<file path="src/hdl/eptn_pkg.sv">
// Shared types, constants and degree tables for the epoch prefetch depth tuner.
`default_nettype none

package eptn_pkg;

  localparam int NUM_CONFIGS_DEF = 14;
  localparam int QUEUE_DEPTH     = 2;

  localparam int CNT_W     = 24;
  localparam int CYC_W     = 64;
  localparam int CFG_W     = 4;
  localparam int DEG_W     = 3;
  localparam int CFG_IDX_W = 1;

  localparam logic [CNT_W-1:0] CNT_MAX             = {CNT_W{1'b1}};
  localparam logic [CNT_W-1:0] EXPLORE_LEN_RESET   = CNT_W'(1000);
  localparam logic [CNT_W-1:0] EXPLOIT_LEN_RESET   = CNT_W'(100000);
  localparam logic [CYC_W-1:0] CYC_MAX             = {CYC_W{1'b1}};

  localparam logic [CFG_W-1:0] CFG_DEFAULT = CFG_W'(0);
  localparam logic [CFG_W-1:0] STRIDE_LO   = CFG_W'(8);
  localparam logic [CFG_W-1:0] STRIDE_HI   = CFG_W'(13);
  localparam logic [DEG_W-1:0] STRIDE_DEG  = DEG_W'(4);

  typedef enum logic [CFG_IDX_W-1:0] {
    REG_EXPLORE_LEN = 1'b0,
    REG_EXPLOIT_LEN = 1'b1
  } cfg_reg_t;

  typedef enum logic [1:0] {
    ACC_PLAIN,
    ACC_ENTER,
    ACC_STEP,
    ACC_FINISH
  } acc_kind_t;

  typedef enum logic {
    BK_IDLE,
    BK_CMP
  } bk_state_t;

  typedef struct packed {
    logic                 we;
    cfg_reg_t             idx;
    logic [CNT_W-1:0]     data;
  } cfg_wr_t;

  typedef struct packed {
    acc_kind_t            kind;
    logic [CFG_W-1:0]     trial;
    logic [CYC_W-1:0]     now;
  } acc_beat_t;

  typedef struct packed {
    logic                 explore;
    logic [CFG_W-1:0]     cfg;
  } res_beat_t;

  function automatic logic [DEG_W-1:0] stream_deg(input logic [CFG_W-1:0] c);
    logic [DEG_W-1:0] d;
    unique case (c) inside
      4'd1:        d = DEG_W'(0);
      4'd2, 4'd8:  d = DEG_W'(2);
      4'd3, 4'd9:  d = DEG_W'(3);
      4'd4, 4'd10: d = DEG_W'(4);
      4'd5, 4'd11: d = DEG_W'(5);
      4'd6, 4'd12: d = DEG_W'(6);
      4'd7, 4'd13: d = DEG_W'(7);
      default:     d = DEG_W'(5);
    endcase
    return d;
  endfunction

  function automatic logic [DEG_W-1:0] stride_deg(input logic [CFG_W-1:0] c);
    logic [DEG_W-1:0] d;
    d = (c >= STRIDE_LO && c <= STRIDE_HI) ? STRIDE_DEG : DEG_W'(0);
    return d;
  endfunction

endpackage

`default_nettype wire

</file>
<file path="src/hdl/eptn_fifo.sv">
// Small register FIFO used for the access queue and the result queue.
`default_nettype none

module eptn_fifo #(
  parameter int WIDTH = 8,
  parameter int DEPTH = 2
) (
  input  wire logic             clk,
  input  wire logic             rst_n,
  input  wire logic             push,
  input  wire logic [WIDTH-1:0] wdata,
  output logic                  full,
  input  wire logic             pop,
  output logic [WIDTH-1:0]      rdata,
  output logic                  empty
);

  localparam int AW = (DEPTH > 1) ? $clog2(DEPTH) : 1;
  localparam int CW = $clog2(DEPTH + 1);
  localparam logic [AW-1:0] PTR_LAST = AW'(DEPTH - 1);
  localparam logic [CW-1:0] CNT_FULL = CW'(DEPTH);

  logic [WIDTH-1:0] mem [DEPTH];
  logic [AW-1:0]    wptr_r, wptr_nxt;
  logic [AW-1:0]    rptr_r, rptr_nxt;
  logic [CW-1:0]    cnt_r,  cnt_nxt;
  logic             do_push, do_pop;

  assign full    = (cnt_r == CNT_FULL);
  assign empty   = (cnt_r == CW'(0));
  assign do_push = push && !full;
  assign do_pop  = pop && !empty;
  assign rdata   = mem[rptr_r];

  always_comb begin
    wptr_nxt = wptr_r;
    rptr_nxt = rptr_r;
    cnt_nxt  = cnt_r;
    if (do_push) begin
      wptr_nxt = (wptr_r == PTR_LAST) ? AW'(0) : wptr_r + AW'(1);
    end
    if (do_pop) begin
      rptr_nxt = (rptr_r == PTR_LAST) ? AW'(0) : rptr_r + AW'(1);
    end
    if (do_push && !do_pop) begin
      cnt_nxt = cnt_r + CW'(1);
    end else if (do_pop && !do_push) begin
      cnt_nxt = cnt_r - CW'(1);
    end
  end

  always_ff @(posedge clk) begin
    if (!rst_n) begin
      wptr_r <= '0;
      rptr_r <= '0;
      cnt_r  <= '0;
    end else begin
      wptr_r <= wptr_nxt;
      rptr_r <= rptr_nxt;
      cnt_r  <= cnt_nxt;
    end
  end

  always_ff @(posedge clk) begin
    if (do_push) begin
      mem[wptr_r] <= wdata;
    end
  end

endmodule

`default_nettype wire

</file>
<file path="src/hdl/eptn_front.sv">
// Front end: epoch length registers, access counting and classification of each access.
`default_nettype none

module eptn_front #(
  parameter int NUM_CONFIGS = eptn_pkg::NUM_CONFIGS_DEF
) (
  input  wire logic                        clk,
  input  wire logic                        rst_n,
  input  wire eptn_pkg::cfg_wr_t           cfg,
  input  wire logic                        in_push,
  input  wire logic [eptn_pkg::CYC_W-1:0]  in_cycle_now,
  input  wire logic                        q_full,
  output logic                             q_push,
  output eptn_pkg::acc_beat_t              q_data
);
  import eptn_pkg::*;

  localparam logic [CFG_W-1:0] TRIAL_LAST = CFG_W'(NUM_CONFIGS - 1);

  logic [CNT_W-1:0] explore_len_r;
  logic [CNT_W-1:0] exploit_len_r;
  logic [CNT_W-1:0] cnt_r,   cnt_nxt;
  logic             mode_r,  mode_nxt;
  logic [CFG_W-1:0] trial_r, trial_nxt;
  logic [CNT_W-1:0] cnt_inc;
  acc_kind_t        kind;

  assign q_push  = in_push && !q_full;
  assign cnt_inc = (cnt_r == CNT_MAX) ? cnt_r : cnt_r + CNT_W'(1);

  always_comb begin
    cnt_nxt   = cnt_r;
    mode_nxt  = mode_r;
    trial_nxt = trial_r;
    kind      = ACC_PLAIN;
    if (q_push) begin
      cnt_nxt = cnt_inc;
      if (!mode_r) begin
        if (cnt_inc >= exploit_len_r) begin
          kind      = ACC_ENTER;
          mode_nxt  = 1'b1;
          trial_nxt = CFG_DEFAULT;
          cnt_nxt   = '0;
        end
      end else if (cnt_inc >= explore_len_r) begin
        cnt_nxt = '0;
        if (trial_r >= TRIAL_LAST) begin
          kind     = ACC_FINISH;
          mode_nxt = 1'b0;
        end else begin
          kind      = ACC_STEP;
          trial_nxt = trial_r + CFG_W'(1);
        end
      end
    end
  end

  always_comb begin
    q_data.kind  = kind;
    q_data.trial = trial_r;
    q_data.now   = in_cycle_now;
  end

  always_ff @(posedge clk) begin
    if (!rst_n) begin
      explore_len_r <= EXPLORE_LEN_RESET;
      exploit_len_r <= EXPLOIT_LEN_RESET;
      cnt_r         <= '0;
      mode_r        <= 1'b0;
      trial_r       <= CFG_DEFAULT;
    end else begin
      cnt_r   <= cnt_nxt;
      mode_r  <= mode_nxt;
      trial_r <= trial_nxt;
      if (cfg.we) begin
        unique case (cfg.idx)
          REG_EXPLORE_LEN: explore_len_r <= cfg.data;
          REG_EXPLOIT_LEN: exploit_len_r <= cfg.data;
          default: ;
        endcase
      end
    end
  end

endmodule

`default_nettype wire

</file>
<file path="src/hdl/eptn_back.sv">
// Back end: trial timing, running best configuration and result generation.
`default_nettype none

module eptn_back (
  input  wire logic                 clk,
  input  wire logic                 rst_n,
  input  wire logic                 q_empty,
  input  wire eptn_pkg::acc_beat_t  q_data,
  output logic                      q_pop,
  input  wire logic                 r_full,
  output logic                      r_push,
  output eptn_pkg::res_beat_t       r_data
);
  import eptn_pkg::*;

  bk_state_t        state_r,    state_nxt;
  logic [CYC_W-1:0] start_r,    start_nxt;
  logic [CYC_W-1:0] best_r,     best_nxt;
  logic [CFG_W-1:0] best_idx_r, best_idx_nxt;
  logic [CFG_W-1:0] cfg_r,      cfg_nxt;
  logic             mode_r,     mode_nxt;
  logic [CYC_W-1:0] elapsed_r,  elapsed_nxt;
  acc_kind_t        kind_r,     kind_nxt;
  logic [CFG_W-1:0] trial_r,    trial_nxt;
  logic             take_best;

  // Records arrive once per configuration in index order, so a running minimum
  // with "<=" gives the same winner as a full search, ties to the later index.
  assign take_best = (elapsed_r <= best_r);

  always_comb begin
    state_nxt    = state_r;
    start_nxt    = start_r;
    best_nxt     = best_r;
    best_idx_nxt = best_idx_r;
    cfg_nxt      = cfg_r;
    mode_nxt     = mode_r;
    elapsed_nxt  = elapsed_r;
    kind_nxt     = kind_r;
    trial_nxt    = trial_r;
    q_pop        = 1'b0;
    r_push       = 1'b0;
    unique case (state_r)
      BK_IDLE: begin
        if (!q_empty && !r_full) begin
          q_pop = 1'b1;
          unique case (q_data.kind)
            ACC_ENTER: begin
              mode_nxt     = 1'b1;
              cfg_nxt      = CFG_DEFAULT;
              start_nxt    = q_data.now;
              best_nxt     = CYC_MAX;
              best_idx_nxt = CFG_DEFAULT;
              r_push       = 1'b1;
            end
            ACC_STEP, ACC_FINISH: begin
              elapsed_nxt = q_data.now - start_r;
              start_nxt   = q_data.now;
              kind_nxt    = q_data.kind;
              trial_nxt   = q_data.trial;
              state_nxt   = BK_CMP;
            end
            default: begin
              r_push = 1'b1;
            end
          endcase
        end
      end
      BK_CMP: begin
        r_push    = 1'b1;
        state_nxt = BK_IDLE;
        if (take_best) begin
          best_nxt     = elapsed_r;
          best_idx_nxt = trial_r;
        end
        if (kind_r == ACC_FINISH) begin
          mode_nxt = 1'b0;
          cfg_nxt  = take_best ? trial_r : best_idx_r;
        end else begin
          cfg_nxt = trial_r + CFG_W'(1);
        end
      end
      default: state_nxt = BK_IDLE;
    endcase
    r_data.explore = mode_nxt;
    r_data.cfg     = cfg_nxt;
  end

  always_ff @(posedge clk) begin
    if (!rst_n) begin
      state_r    <= BK_IDLE;
      start_r    <= '0;
      best_r     <= CYC_MAX;
      best_idx_r <= CFG_DEFAULT;
      cfg_r      <= CFG_DEFAULT;
      mode_r     <= 1'b0;
    end else begin
      state_r    <= state_nxt;
      start_r    <= start_nxt;
      best_r     <= best_nxt;
      best_idx_r <= best_idx_nxt;
      cfg_r      <= cfg_nxt;
      mode_r     <= mode_nxt;
    end
  end

  always_ff @(posedge clk) begin
    elapsed_r <= elapsed_nxt;
    kind_r    <= kind_nxt;
    trial_r   <= trial_nxt;
  end

endmodule

`default_nettype wire

</file>
<file path="src/hdl/epoch_prefetch_depth_tuner.sv">
// Top level of the epoch prefetch depth tuner: front end, access queue, back end, result queue.
//
//   channel  direction  beat                                handshake
//   in_      input      cycle_now                           push / full
//   out_     output     mode, config, stream/stride degree  empty / pop
//   cfg_     input      epoch length register write         we, no wait
//
// The front end takes one access beat per cycle while full is low and writes it,
// already classified, into a two-entry queue. The back end drains a beat in its
// idle state; when a trial ends it does the elapsed-cycle subtract in the idle
// state and the best-so-far compare in the compare state, taking no new beat
// there, so the sustained rate is one beat per cycle outside trial boundaries
// while the result queue has room. Results wait in a two-entry queue, so a
// stalled pop holds results without stopping the input side until both queues
// fill. Reset is synchronous; there is no clearing pass.
`default_nettype none

module epoch_prefetch_depth_tuner #(
  parameter int NUM_CONFIGS = eptn_pkg::NUM_CONFIGS_DEF
) (
  input  wire logic                            clk,
  input  wire logic                            rst_n,
  input  wire logic                            in_push,
  output logic                                 in_full,
  input  wire logic [eptn_pkg::CYC_W-1:0]      in_cycle_now,
  output logic                                 out_empty,
  input  wire logic                            out_pop,
  output logic                                 out_explore_mode,
  output logic [eptn_pkg::CFG_W-1:0]           out_config_index,
  output logic [eptn_pkg::DEG_W-1:0]           out_streamer_degree,
  output logic [eptn_pkg::DEG_W-1:0]           out_stride_degree,
  input  wire logic                            cfg_we,
  input  wire logic [eptn_pkg::CFG_IDX_W-1:0]  cfg_index,
  input  wire logic [eptn_pkg::CNT_W-1:0]      cfg_wdata
);
  import eptn_pkg::*;

  cfg_wr_t   cfg;
  acc_beat_t fq_wdata, fq_rdata;
  logic      fq_push, fq_full, fq_pop, fq_empty;
  res_beat_t rq_wdata, rq_rdata;
  logic      rq_push, rq_full;

  // The write port is gathered into one struct for the front end.
  always_comb begin
    cfg.we   = cfg_we;
    cfg.idx  = cfg_reg_t'(cfg_index);
    cfg.data = cfg_wdata;
  end

  assign in_full = fq_full;

  eptn_front #(
    .NUM_CONFIGS (NUM_CONFIGS)
  ) u_front (
    .clk          (clk),
    .rst_n        (rst_n),
    .cfg          (cfg),
    .in_push      (in_push),
    .in_cycle_now (in_cycle_now),
    .q_full       (fq_full),
    .q_push       (fq_push),
    .q_data       (fq_wdata)
  );

  // Access queue between the classifier and the back end.
  eptn_fifo #(
    .WIDTH ($bits(acc_beat_t)),
    .DEPTH (QUEUE_DEPTH)
  ) u_acc_q (
    .clk   (clk),
    .rst_n (rst_n),
    .push  (fq_push),
    .wdata (fq_wdata),
    .full  (fq_full),
    .pop   (fq_pop),
    .rdata (fq_rdata),
    .empty (fq_empty)
  );

  eptn_back u_back (
    .clk     (clk),
    .rst_n   (rst_n),
    .q_empty (fq_empty),
    .q_data  (fq_rdata),
    .q_pop   (fq_pop),
    .r_full  (rq_full),
    .r_push  (rq_push),
    .r_data  (rq_wdata)
  );

  // Result queue; the head entry drives the result ports.
  eptn_fifo #(
    .WIDTH ($bits(res_beat_t)),
    .DEPTH (QUEUE_DEPTH)
  ) u_res_q (
    .clk   (clk),
    .rst_n (rst_n),
    .push  (rq_push),
    .wdata (rq_wdata),
    .full  (rq_full),
    .pop   (out_pop),
    .rdata (rq_rdata),
    .empty (out_empty)
  );

  // Degrees are decoded from the queued configuration at the output.
  assign out_explore_mode    = rq_rdata.explore;
  assign out_config_index    = rq_rdata.cfg;
  assign out_streamer_degree = stream_deg(rq_rdata.cfg);
  assign out_stride_degree   = stride_deg(rq_rdata.cfg);

endmodule

`default_nettype wire

</file>
<file path="config.mk">
export PLATFORM = sky130hd
export DESIGN_NAME = epoch_prefetch_depth_tuner
export DESIGN_NICKNAME = d
export VERILOG_FILES = /design/src/hdl/eptn_pkg.sv /design/src/hdl/eptn_fifo.sv /design/src/hdl/eptn_front.sv /design/src/hdl/eptn_back.sv /design/src/hdl/epoch_prefetch_depth_tuner.sv
export SDC_FILE = /design/constraint.sdc
export NUM_CORES = 1
export LEC_CHECK = 0
export BUFFER_PORTS_ARGS = -buffer_cell sky130_fd_sc_hd__buf_4
export CELL_PAD_IN_SITES_DETAIL_PLACEMENT = 1
export CELL_PAD_IN_SITES_GLOBAL_PLACEMENT = 1
export CORE_MARGIN = 1
export CORE_UTILIZATION = 50
export DETAILED_ROUTE_END_ITERATION = 10
export PLACE_DENSITY = 0.84
export SETUP_SLACK_MARGIN = 0.2
export SLEW_MARGIN = 20
export SYNTH_ARGS = -nofsm -noshare
export SYNTH_HDL_FRONTEND = slang
export SYNTH_HIERARCHICAL = 1
export SYNTH_SLANG_ARGS = --single-unit
</file>
<file path="constraint.sdc">
create_clock -name clk -period 9 [get_ports clk]
set_input_delay 0.45 -clock clk [delete_from_list [all_inputs] [get_ports clk]]
set_output_delay 0.45 -clock clk [all_outputs]
set_load 0.05 [all_outputs]
</file>
-- Word-level counts from Yosys, hierarchy flattened
Memories as Yosys holds them, arrays and structs flattened. A register that Yosys moved wholly into a read port is not among the register bits.
Index checks and enable logic that the tools add are counted.
- logic and storage cells: 162
- output and inout port bits: 13
- bits in registers: 293
- memories kept: 2
- bits in writable memories: 150
- input port bits: 94
- $add $sub $neg: 12
- bitwise gates (word level): 2
- reduce and logical (&&, ||, !) cells: 38
- equality and inequality tests: 23
- magnitude comparators: 6
- mux-type cells: 59
- memories (memory ; depth ; width ; rd ports ; clocked after Yosys merged registers in ; write ports ; RTL line ; source):
    u_acc_q.mem ; 2 ; 70 ; 1 ; 1 ; 1 ; eptn_fifo.sv:23 ; logic [WIDTH-1:0] mem [DEPTH];
    u_res_q.mem ; 2 ; 5 ; 1 ; 1 ; 1 ; eptn_fifo.sv:23 ;
- operators by type and width (operator ; number):
    $mux W64 ; 3
    $pmux W64 S2 ; 1
    $mux W24 ; 4
    $le A64 B64 Y1 ; 1
    $sub A64 B64 Y64 ; 1
    $ge A24 B24 Y1 ; 2
    $mux W4 ; 10
    $mux W1 ; 27
    $add A24 B1 Y24 const B ; 1
    $eq A24 B24 Y1 const B ; 1
    $eq A4 B4 Y1 const B ; 5
    $pmux W3 S6 ; 1
    $pmux W4 S2 ; 2
    $mux W2 ; 7
    $eq A4 B3 Y1 const B ; 3
    $reduce_or A2 Y1 ; 6
    $logic_and A1 B1 Y1 ; 11
    $eq A2 B2 Y1 const B ; 5
    $reduce_and A3 Y1 ; 3
    $add A4 B1 Y4 const B ; 2
    $eq A4 B2 Y1 const B ; 2
    $ge A4 B4 Y1 const B ; 2
    $logic_not A1 Y1 ; 8
    $ne A2 B2 Y1 const B ; 4
    15 further kinds ; 28

-- Longest topological paths before layout
Gate-level depths: netlist of the first run.
- depth after elaboration: 10
- gate-level depth with buffers: 16
- depth with buffers taken out: 14

-- Hierarchy
Netlist of the first run, hierarchy kept.
- modules (own cells, without submodules) (module ; cells an instance ; sequential area each (um^2) ; instances ; area each (um^2)):
    eptn_back ; 1426 ; 4864.7 ; 1 ; 12525.8
    eptn_fifo (u_acc_q) ; 243 ; 4304.1 ; 1 ; 5266.3
    eptn_front ; 646 ; 1541.5 ; 1 ; 5220.0
    eptn_fifo (u_res_q) ; 41 ; 400.4 ; 1 ; 584.3
    epoch_prefetch_depth_tuner ; 12 ; 0.0 ; 1 ; 76.3

-- Worst setup path after synthesis of the first run
No wires, ideal clock.
- path type: register to register
- start point: register u_acc_q.cnt_r[0]
- end point: memory u_acc_q/mem[0][0] (netlist name) (enable)
- data required time: 8513 ps
- library setup time: 487 ps
- clock period less this slack: 4369 ps
- data arrival time: 3882 ps
- stages on the path, launching flop included: 7
- path buffers: 0
- setup slack: 4631 ps
- cell sequence: dfxtp_1 > nand2b_1 > inv_2 > nand2b_1 > clkinv_1 > inv_1 > nor3_2
- word-level cells in the longest chain between the ends: 6
- ends and longest elaborated chain (item ; RTL line ; source):
    from (decl) ; eptn_fifo.sv:26 ; logic [CW-1:0] cnt_r, cnt_nxt;
    from (signal assigned) ; eptn_fifo.sv:60 ; cnt_r <= cnt_nxt;
    $eq A2 B2 Y1 ; eptn_fifo.sv:29 ; assign full = (cnt_r == CNT_FULL);
    net in_full ; epoch_prefetch_depth_tuner.sv:24 ; output logic in_full,
    $logic_not A1 Y1 ; eptn_front.sv:28 ; assign q_push = in_push && !q_full;
    $logic_and A1 B1 Y1 ; eptn_front.sv:28 ;
    net fq_push ; epoch_prefetch_depth_tuner.sv:40 ; logic fq_push, fq_full, fq_pop, fq_empty;
    $logic_and A1 B1 Y1 ; eptn_fifo.sv:31 ; assign do_push = push && !full;
    $mux W1 ; eptn_fifo.sv:65 ; if (do_push) begin
    $mux W1 (implied by the code) ; eptn_fifo.sv:66 ; mem[wptr_r] <= wdata;
    to (decl) ; eptn_fifo.sv:23 ;
The timed path passes the listed nets, and every way through them passes these cells.

-- Worst setup path in the final report of the first run
- start point: register u_front.cnt_r[11]
- end point: register u_front.cnt_r[4]
- word-level cells in the longest chain between the ends: 5
- elaborated cells between the ends (all ways): 8
- those cells by class: add/sub: 1; order compare: 2; eq/ne: 1; mux: 4
- ends and longest elaborated chain (item ; RTL line ; source):
    from (decl) ; eptn_front.sv:22 ; logic [CNT_W-1:0] cnt_r, cnt_nxt;
    from (signal assigned) ; eptn_front.sv:72 ; cnt_r <= cnt_nxt;
    $add A24 B1 Y24 or $eq A24 B24 Y1 (tied branches) ; eptn_front.sv:29 ; assign cnt_inc = (cnt_r == CNT_MAX) ? cnt_r : cnt_r + CNT_W'(1);
    $mux W24 (*) ; eptn_front.sv:29 ;
    $ge A24 B24 Y1, on equally long branches ; eptn_front.sv:39, eptn_front.sv:45 ;
    $mux W24, on equally long branches ; eptn_front.sv:39, eptn_front.sv:45 ;
    $mux W24 (*) ; eptn_front.sv:38 ; if (!mode_r) begin
Every way passes the cells marked *; elsewhere a longest branch is shown, timed or not.
A chain may end at the register's enable or synchronous reset.

==> results summary, run 1 <==
The worst register-to-register path ends at u_front/cnt_r[4]$_SDFFE_PN0P_. The count of antenna diodes in the layout is 0. The async set or reset register ratio after synthesis came out at 0%.

The total half-perimeter wirelength after legalization and detailed placement came out at approximately 42 mm. The iteration-0 DRC count of the detailed router came out at 791. Max-cap violations in this run came to 0. The wire length of the first global-routing pass is between 90 and 100 mm. For this configuration, the core starts out at a cell density of about half.

Clock-pin slew was measured on the worst setup and hold paths at ~0.060 ns. The number of cells traversed by the worst register-to-register path came out at 12. The class of the most critical hold timing path is in -> reg. In this design, the critical path's most frequently occurring cell is nand4_2. The number of iterations in the first detailed-routing pass is 8. From bottom edge to top edge, the die measures around 220 um. The area used by sequential logic in the layout is 0.01111 mm2.

Relative to the synthesized area, the layout overhead comes to 10.29%. Summed over all instances, the cell type with the most area after synthesis is edfxtp_1. The critical path starts at u_front/cnt_r[11]$_SDFFE_PN0P_.

The number of stages on the worst setup path is 12. The transition time of the tightest slew-check pin is roughly 1.1 ns. The via count of the first global-routing pass came to approximately 19000. The most common cell in the synthesized netlist is nand2_1. The setup path with the least slack is of type reg -> reg. Measured against its own limit, the worst slew margin works out to 24.54%. The mean post-synth cell area is roughly 10 um2. Setup repair after global routing left no endpoint under its margin. The cell with the largest stage delay on the worst path is o22ai_2. The area of the multi-input gates is roughly 0.011 mm2. The share of synthesized area in the top cell type comes to between 20% and 30%.

The port buffer count came out at 104. Combinational logic burns between 40% and 50% of the power. The combined global-route utilization of all metal layers is 25.38%.

The final critical-path setup slack came out at roughly 4.2 ns. The final reports fail on design-rule violations. On the critical path the largest part of the delay comes from compound AO/OA/AOI/OAI gates. VDD sags by at most about 160 uV. The max-slew violation total from the final report is 0. The post-synth design cell area came out at between 0.02 and 0.025 mm2. The flow ran to the end, but the final reports show violations. The number of I/O pins is 107. At the end of routability-driven placement, the weighted congestion stood at between 0.9 and 1. The die is 219.6 um wide. In the routed layout, each cell is associated on average with a via count of 5.695.

The fraction of power consumed by the clock network came out at around 22%. The maximum net fanout on the critical path is 22. The portion of the post-synthesis area used by sequential elements is 46.93%. The power density normalized to cell area is roughly 350 mW/mm2. Sequential cells account for roughly a third of the total power. Counting flops and latches in the post-synthesis netlist gives roughly 450.

The largest incremental delay on the critical path came out at just under 0.8 ns. The clock tree from TritonCTS is yes. CTS built an H-tree with a depth of 2. The post-detailed-routing wire length is 60.58 mm. After clock tree synthesis, the setup repair step added 0 buffers. The number of antenna violations at the first check in global routing came out at 0. After synthesis, the most frequently instantiated cells are nand2_1 (364), dfxtp_1 (225), edfxtp_1 (220), inv_1 (214).

The clock skew is 0.02238 ns. In this run the register-to-register setup slack is approximately 4.2 ns. Cells with a size suffix above 1 make up between 10% and 20% of the layout.

The arrival time at the worst endpoint is 5.33 ns. The worst endpoint required time is 9.53 ns. The number of inserted filler cells in the final layout came out at around 5000.

The end point of the critical path is u_front/cnt_r[4]$_SDFFE_PN0P_. At the later pin of the worst-skew pair, clock insertion delay measures approximately 0.60 ns. The total number of vias came out at 17210.

The net switching power is ~0.0037 W. The worst setup path is launched from a flop. For this design, the CTS-stage hold fixing added 0 buffers. The number of failing hold endpoints at the final stage came out at 0. The global route total overflow came out at 0. The die covers 0.04822 mm2. The leakage power came out at about 11 nW. The share of the clock period used by the worst path after layout is 53.32%.

The sort of element at the end of the critical path is a flop. The total area inside the core boundary comes to ~0.047 mm2. In this run, post-CTS repair resized a total of 0 instances. The critical path goes through nand4_2 -> nor3_4 -> nand4_2 -> xnor2_1 -> ha_1 -> nand2b_1 -> a2111o_1 -> a211oi_2 -> o211ai_2 -> o22ai_2 -> and3_1 -> a22o_1.

The count of buffer and inverter cells on the critical path is 0. The library cell used as clock root buffer is clkbuf_16. The TritonCTS buffer count came out at 48. The number of design rule violations left after detail routing is 2. In this run the critical register-to-register path is launched from u_front/cnt_r[11]$_SDFFE_PN0P_. The final net count is about 2700. Timing analysis after detailed placement gives a worst setup slack of between 4 and 5 ns. The count of different cell masters after synthesis is 100. Sorting the synthesized cells by area gives the leading types as edfxtp_1 (28%), dfxtp_1 (19%), ha_1 (9.6%).

The final-layout setup total negative slack came out at 0 ns. The synthesized instance count came out at between 2000 and 2500. The maximum frequency from static timing analysis came out at 208.4 MHz. The most frequently used flop master after synthesis is dfxtp_1.

The total internal power is around 0.0056 W. After detailed routing, the average wire length per cell comes to about 20 um. The final critical path time including I/O delays and setup is roughly 4.8 ns. Entering global routing, the biggest net connects 83 pins. Yosys printed 6 warnings. The number of sinks handled by clock tree synthesis is 445. The number of nets with antenna violations after routing came out at 0. The number of synthesized flops with an enable pin is 220. The fraction of power spent switching nets is approximately 40%. The largest buffer count on any clock path came out at 3. The number of rows in the core area is 79. The number of endpoints failing setup at the final stage came out at 0.
-- sequential cells by signal, indices dropped and copies added, names as in the netlist, 2 cells and up, named ones only --
signal,flops
u_res_q/mem,10
u_back/start_r,64
u_acc_q/cnt_r,2
u_back/best_r,64
u_front/trial_r,4
u_front/exploit_len_r,24
u_back/kind_r,2
u_back/elapsed_r,64
u_back/best_idx_r,4
u_front/explore_len_r,24
u_back/trial_r,4
u_res_q/cnt_r,2
u_acc_q/mem,140
u_front/cnt_r,24
u_back/cfg_r,4
-- per-layer routing --
layer	up-vias	wire length [um]	track usage (%)
met4	0	1635	7.609
met5	-	0	0
met1	8562	25680	30.20
li1	8281	-	-
met3	109	1615	3.382
met2	254	31650	47.13
-- worst register-to-register path, delay by kind of cell (launching register included) --
| family | cells | cell delay [ns] |
|---|---|---|
| compound gates | 5 | 1.89 |
| xor+xnor | 1 | 0.42 |
| fa+ha+maj | 1 | 0.30 |
| flops | 1 | 0.46 |
| simple gates | 5 | 1.66 |
-- power by group through the flow --
stage          registers (W)  logic, W  clock network (W)
2_1_floorplan        0.00296   0.00304                  0
5_1_grt              0.00308   0.00451            0.00219
6_report             0.00303   0.00415            0.00207
3_3_place_gp         0.00302   0.00391                  0
3_5_place_dp         0.00307   0.00406                  0
4_1_cts              0.00304   0.00413            0.00211
-- worst min-delay path by stage --
stage                                 startpoint                                end  slack [ns]  depth (start not counted)
3_3_place_gp   u_back/best_idx_r[0]$_SDFFE_PN0P_  u_back/best_idx_r[0]$_SDFFE_PN0P_        0.44                          2
5_1_grt                          in_cycle_now[3]        u_acc_q/mem[0][3]$_DFFE_PP_        0.02                          1
4_1_cts                          in_cycle_now[3]        u_acc_q/mem[1][3]$_DFFE_PP_        0.01                          1
6_report                         in_cycle_now[3]        u_acc_q/mem[1][3]$_DFFE_PP_        0.03                          1
2_1_floorplan  u_back/best_idx_r[1]$_SDFFE_PN0P_  u_back/best_idx_r[1]$_SDFFE_PN0P_        0.43                          2
3_5_place_dp     u_back/start_r[61]$_SDFFE_PN0P_    u_back/start_r[61]$_SDFFE_PN0P_        0.45                          2
-- logic make-up after synthesis --
kind of cell	count (synthesis)	synth area share, %
fa+ha+maj	183	9.704
simple gates	636	12.57
buf+inv	372	7.156
flops	445	46.93
other cells	1	0.01584
mux	127	5.772
xor+xnor	83	3.071
compound gates	521	14.78
-- through the flow --
step	hold WS, ns	total power (W)	utilization, %	std cells	area, um2
final	0.03443	0.009255	55.96	3021	26110
after CTS	0.01162	0.009274	55.91	3020	26090
after detailed placement	0.4516	0.007131	52.39	2932	24440
after floorplan	0.4291	0.005995	-	2369	23680
after global placement	0.4399	0.006936	52.38	2932	24440
after global routing	0.02144	0.009775	55.96	3021	26110
-- final cells by class --
type	instances	area share, %
multi-input combinational	1552	41.83
timing repair buffer	112	3.268
inverter	217	3.120
clock inverter	27	1.236
sequential	445	42.57
tap	607	2.909
clock buffer	61	5.066
-- layout by cell type (no fill, tap or decap), drive strengths merged, types with 15 or more instances in the layout --
cell type / n
a21o: 69
and3: 18
clkinv: 17
dfxtp: 225
and2: 15
a31oi: 15
o211ai: 22
nand3: 38
ha: 182
o21ai: 69
inv: 217
xor2: 27
nand2: 365
mux2i: 51
edfxtp: 220
mux2: 76
buf: 112
a21boi: 48
xnor2: 56
a21oi: 185
clkbuf: 61
nor3: 25
nand4: 43
nor2: 67
Power figures use the tool's default switching activity.
==> run 2, diff against run 1 <==
CORE_UTILIZATION = 49   (was 50)
PLACE_DENSITY = 0.83   (was 0.84)
clock period = 4.52 ns   (was 9 ns; I/O delays follow)
==> results summary, run 2 (synthesized netlist as in run 1, its figures left out) <==
The final net count is 2765 (+4.2%). The iteration-0 DRC count of the detailed router is 804 (+1.6%). The wire length of the first global-routing pass was 103.9 mm (+7.1%). The maximum net fanout on the critical path came to 14 (-36%). The transition time of the tightest slew-check pin came out at 0.9860 ns (-0.1458 ns). The library cells used most frequently in the layout, excluding fill and tap cells, are nand2_1 (364), dfxtp_1 (224), edfxtp_1 (220).

The arrival time at the worst endpoint was 4.50 ns (-0.83 ns). The number of design rule violations left after detail routing came out at 0 (-2). The core footprint came out at 0.04775 mm2 (+2.3%). The largest buffer count on any clock path is 3 (unchanged).

The register-to-register setup slack is 0.37 ns (-3.83 ns). The pre-CTS worst setup slack was 0.4462 ns (-3.843 ns). The last weighted congestion value of the routability-driven placer is 0.9188 (+2.0%). The total half-perimeter wirelength after legalization and detailed placement came to 42.98 mm (+2.7%).

The number of endpoints failing setup at the final stage came out at 0 (unchanged). The final critical path time including I/O delays and setup came out at 4.145 ns (-0.6534 ns). The horizontal die dimension came out at 221.8 um (+1.0%).

The worst setup path is launched from a flop. The layout cell share with drive strength beyond 1 came out at 13.58% (+0.29 points). The number of failing hold endpoints at the final stage is 0 (unchanged). The tightest slew margin relative to the limit came to 34.26% (+9.7 points). The max-capacitance violation count came out at 0 (unchanged). The number of rows in the core area came out at 80 (+1.3%). The flow ran to the end, and the final reports show no timing, DRC or antenna violations. The sort of element at the end of the critical path is a flop. The via count of the first global-routing pass is 19700 (+6.1%). The number of I/O pins is 107 (unchanged). The critical path is of the reg -> reg type. The number of iterations in the first detailed-routing pass was 5 (-3). In this run the clock root is driven by a clkbuf_16. The register name with the most flops is u_acc_q/mem. The synthesis-to-finish area growth came out at 14.78%. The chip height was 221.8 um (+1.0%). The number of inserted filler cells in the final layout is 5212 (+1.6%).

The share of the clock period used by the worst path after layout is 91.71% (+38 points). The pin count of the biggest net entering global routing came out at 83 (unchanged). The number of sinks handled by clock tree synthesis was 445 (unchanged). The post-detailed-routing wire length was 65.50 mm (+8.1%). The total number of vias is 17930 (+4.2%). The combined global-route utilization of all metal layers is 26.51% (+1.1 points). The leakage power came out at 11.51 nW (+4.3%). The count of antenna diodes in the layout is 0 (unchanged). The maximum frequency from static timing analysis came out at 241.2 MHz (+16%).

Setup repair after global routing could not meet its margin everywhere. The final-layout setup total negative slack is 0 ns (unchanged). The clock slew at the register clock pins of the worst setup and hold paths is 0.06 ns (about the same). The clock skew is 0.02254 ns (+0.0001516 ns). The worst endpoint required time came out at 4.87 ns (-4.66 ns). The number of H-tree levels came out at 2 (unchanged). The starting density of the core came to 49.58% (-1.2 points). The power density normalized to cell area came out at 687.8 mW/mm2 (+94%). The global route total overflow came to 0 (unchanged).

TritonCTS built the clock tree. The final critical-path setup slack is 0.3745 ns (-3.827 ns). The port buffer count was 104 (unchanged). The number of nets with antenna violations after routing came out at 0 (unchanged). The final routed wire length divided by cell count is 20.86 um (+4.0%).

The clock latency on the worst-skew pair came out at 0.60 ns (about the same). The max-slew violation total from the final report is 0 (unchanged). The number of antenna violations at the first check in global routing is 0 (unchanged). The tightest min-delay check is of the in -> reg type. The die footprint came out at 0.04920 mm2 (+2.0%).

The number of vias per cell after detailed routing is 5.709 (+0.24%). The peak supply drop is 339.6 uV (+110%). The flip-flop count of the largest register after layout came out at 140 (unchanged). The TritonCTS buffer count came out at 49 (+2.1%). Leaving out fill and tap cells, the most frequent cell in the layout is nand2_1.
==> run 2: repair_timing <==
item | CTS | global route
gates resized for setup | 0 | 3
buffers inserted | 0 | 8
endpoints found under the setup margin | 0 | 7
hold buffers | 88 | 0
hold endpoints to repair | 176 | 0
==> run 2: power by group <==
group          switching [W]  internal (W)  total, W
clock network        0.00168       0.00234   0.00402
logic                0.00539       0.00326   0.00865
registers           0.000480       0.00553   0.00601
==> run 2: worst paths after layout <==
path | startpoint | cells after the start | end
hold reg to reg | u_back/best_idx_r[2]$_SDFFE_PN0P_ | 2 | u_back/best_idx_r[2]$_SDFFE_PN0P_
setup / recovery | flop | 15 | u_back/elapsed_r[58]$_DFFE_PP_
setup reg to reg | flop | 15 | u_back/elapsed_r[58]$_DFFE_PP_
hold / removal | out_pop | 4 | u_res_q/rptr_r$_SDFFE_PN0P_
==> run 2: final cells by class <==
| class | count | area (um2) | area share (%) |
|---|---|---|---|
| Timing Repair Buffer | 223 | 1972 | 7.257 |
| Tap cell | 615 | 769.5 | 2.832 |
| Multi-Input combinational cell | 1552 | 10920 | 40.19 |
| Clock buffer | 63 | 1319 | 4.854 |
| Inverter | 217 | 814.5 | 2.998 |
| Clock inverter | 25 | 262.8 | 0.9670 |
| Sequential cell | 445 | 11110 | 40.91 |
==> run 2: per-stage QoR <==
stage                     cells  hold WS [ns]  instance area (um2)  util, %  total power [W]
after floorplan            2369        0.3436                23680        -          0.01193
after global placement     2955        0.4114                24590    51.51          0.01386
after detailed placement   2955        0.4135                24590    51.51          0.01426
after CTS                  3131        0.1412                27060    56.67          0.01849
after global routing       3140        0.1885                27170    56.91          0.01967
final                      3140        0.1458                27170    56.91          0.01869
==> run 2: critical path: stages (launching register included) <==
cell	delay, ns
dfxtp_4	0.37
buf_12	0.15
mux2_2	0.23
inv_1	0.04
ha_1	0.22
fa_1	0.47
nor2b_4	0.15
o31a_1	0.27
o311ai_4	0.13
nand2_1	0.19
o2111ai_2	0.18
a31oi_2	0.40
a21oi_4	0.14
o311ai_4	0.41
nor3b_1	0.11
a2111oi_1	0.42
==> run 2: per-layer routing <==
layer	GRT usage (%)	vias to the layer above	routed length, um
met3	3.764	156	2350
met4	12.97	0	2775
met2	49.39	346	34390
li1	-	8504	-
met5	0	-	0
met1	29.42	8921	25990
==> run 3, diff against run 2 <==
CORE_MARGIN = 4   (was 1)
==> results summary, run 3 (synthesized netlist as in run 1, its figures left out) <==
The flow ran to the end, and the final reports show no timing, DRC or antenna violations. The port buffer count is 104 (unchanged). The wire length of the first global-routing pass is 104.9 mm (+1.0%). The number of endpoints failing setup at the final stage came out at 0 (unchanged).

The most common cell after layout, fill and taps aside is nand2_1. Walking the worst path, the cells encountered are buf_12 -> mux2_2 -> inv_1 -> ha_1 -> fa_1 -> nor2b_4 -> o31a_1 -> o311ai_4 -> nand2_1 -> o2111ai_2 -> a31oi_2 -> a21oi_4 -> o311ai_4 -> a311oi_2 -> xnor2_1. The power density normalized to cell area came to 688.8 mW/mm2 (+0.15%).

The maximum net fanout on the critical path is 27 (+13). The core footprint is 0.04775 mm2 (unchanged). The number of antenna violations at the first check in global routing came out at 1 (+1). The category of cells accounting for the largest share of critical-path delay is compound AO/OA/AOI/OAI gates.

The worst endpoint required time came out at 4.86 ns (about the same). The global route total overflow came out at 0 (unchanged). The cell with the largest stage delay on the worst path is mux2_2. The count of non-filler cells in the finished layout came to 3134 (-0.19%). The chip height was 227.8 um (+2.7%). The via count of the first global-routing pass is 19920 (+1.1%). The synthesis-to-finish area growth is 14.99%.

The post-detailed-routing wire length is 65.78 mm (+0.42%). The clock skew came out at 0.02960 ns (+0.007061 ns). The maximum frequency from static timing analysis is 242.0 MHz (+0.30%). The final routed wire length divided by cell count is 20.99 um (+0.62%). The final-layout setup total negative slack is 0 ns (unchanged). The max-capacitance violation count came out at 0 (unchanged). The most used cell along the critical path is o311ai_4. The number of iterations in the first detailed-routing pass is 5 (unchanged). The count of buffer and inverter cells on the critical path is 2 (unchanged). The die footprint is 0.05189 mm2 (+5.5%).

The last weighted congestion value of the routability-driven placer is 0.8569 (-6.7%). The number of failing hold endpoints at the final stage came out at 0 (unchanged). The iteration-0 DRC count of the detailed router came out at 952 (+18%).

The instance count after placement with tap cells included came out at 2952 (-0.10%). The register-to-register setup slack came out at 0.39 ns (about the same). STA classifies the critical path startpoint as a flop. The worst setup path is captured at a flop. The number of stages on the worst setup path is 15 (unchanged). The arrival time at the worst endpoint was 4.47 ns (-0.03 ns).

The total number of vias is 17940 (+0.078%). The final critical path time including I/O delays and setup is 4.133 ns (-0.01251 ns). The transition time of the tightest slew-check pin came out at 1.097 ns (+0.1110 ns).

The number of nets with antenna violations after routing came out at 0 (unchanged). The TritonCTS buffer count came to 49 (unchanged). The share of the clock period used by the worst path after layout is 91.44% (-0.28 points).

The peak supply drop came to 323.4 uV (-4.8%). In the layout the commonest cells are nand2_1 (364), dfxtp_1 (222), edfxtp_1 (220). The largest buffer count on any clock path is 3 (unchanged). The horizontal die dimension came out at 227.8 um (+2.7%). By startpoint and endpoint, the worst setup path is classified as reg -> reg. The number of design rule violations left after detail routing came out at 0 (unchanged). The number of H-tree levels is 2 (unchanged). The number of cells traversed by the worst register-to-register path is 15 (unchanged).

More flip-flops sit in one register than any other, and that register is u_acc_q/mem. The class of the most critical hold timing path is in -> reg. The leakage power came out at 11.48 nW (-0.27%). The pin count of the biggest net entering global routing came out at 83 (unchanged). The count of antenna diodes in the layout came out at 0 (unchanged). The max-slew violation total from the final report is 0 (unchanged).

The layout cell share with drive strength beyond 1 is 13.66% (+0.072 points). The total half-perimeter wirelength after legalization and detailed placement was 43.44 mm (+1.1%). The number of rows in the core area is 80 (unchanged).

The number of vias per cell after detailed routing came out at 5.725 (+0.27%). The number of I/O pins came out at 107 (unchanged). The largest incremental delay on the critical path came out at 0.38 ns (-0.09 ns).

The critical path ends at u_back/elapsed_r[62]$_DFFE_PP_. Setup repair after global routing left no endpoint under its margin. The combined global-route utilization of all metal layers is 24.74% (-1.8 points). The clock slew at the register clock pins of the worst setup and hold paths came out at 0.06 ns (about the same).

The final net count is 2756 (-0.33%). TritonCTS built the clock tree. The clock latency on the worst-skew pair is 0.60 ns (about the same). The flip-flop count of the largest register after layout came out at 140 (unchanged). The starting density of the core came to 49.58% (unchanged). In this run the critical register-to-register path is captured at u_back/elapsed_r[62]$_DFFE_PP_. The tree is rooted in a clkbuf_16. The tightest slew margin relative to the limit is 26.58% (-7.7 points). The number of sinks handled by clock tree synthesis is 445 (unchanged).
-- run 3: changes by cell type in the layout (fill, tap and decap cells not counted), sizes merged --
| cell | before | now |
|---|---|---|
| clkbuf | 63 | 64 |
| inv | 217 | 218 |
| bufinv | 5 | 6 |
| clkinv | 18 | 12 |
| clkinvlp | 2 | 8 |
| buf | 135 | 126 |
-- run 3: timing repair --
item / CTS / global route
gates resized for setup: 1 / 11
hold endpoints to repair: 176 / 0
pin swaps: 0 / 1
hold buffers: 88 / 0
setup buffers: 0 / 2
setup endpoints to repair: 10 / 34
-- run 3: where the power goes --
group,internal [W],switching (W)
clock,0.00247,0.00171
sequential,0.00553,0.000461
combinational,0.00322,0.00537
-- run 3: routing by layer --
metal	up-vias	GRT usage (%)	share of wire, %
li1	8487	-	-
met1	8947	28.46	40
met2	365	46.81	53
met3	140	3.680	3.8
met4	2	8.498	3.3
met5	-	0	0.020
-- run 3: how the worst min path moves through the flow --
| stage | startpoint | endpoint | cells past startpoint |
|---|---|---|---|
| floorplan | rst_n | u_res_q/wptr_r$_SDFFE_PN0P_ | 1 |
| global placement | in_cycle_now[40] | u_acc_q/mem[0][40]$_DFFE_PP_ | 1 |
| detailed placement | in_cycle_now[35] | u_acc_q/mem[1][35]$_DFFE_PP_ | 1 |
| CTS | cfg_index | u_front/explore_len_r[1]$_SDFFE_PN0P_ | 4 |
| global route | cfg_index | u_front/explore_len_r[1]$_SDFFE_PN0P_ | 4 |
| finish | cfg_index | u_front/explore_len_r[1]$_SDFFE_PN0P_ | 4 |
-- run 3: tightest hold or removal path, stage by stage --
cell      delay [ns]
buf_4           0.11
nor2b_4         0.13
nand2_1         0.10
a21boi_0        0.07
-- run 3: layout make-up --
type	instances	area, um2
clock inverter	27	312.8
clock buffer	64	1355
tap	615	769.5
multi-input combinational	1552	10970
inverter	217	814.5
fill	5131	20520
sequential	445	11120
timing repair buffer	214	1884
-- run 3: stage by stage --
stage	utilization, %	hold WS [ns]	power [W]	cell area, um2	setup slack, ns
3_3_place_gp	51.46	0.4107	0.01387	24570	0.4584
5_1_grt	57.02	0.09454	0.01988	27220	0.1286
2_1_floorplan	-	0.3436	0.01193	23680	0.9956
6_report	57.02	0.08143	0.01875	27220	0.3870
4_1_cts	56.82	0.05709	0.01868	27130	0.2700
3_5_place_dp	51.47	0.4138	0.01428	24580	0.2474
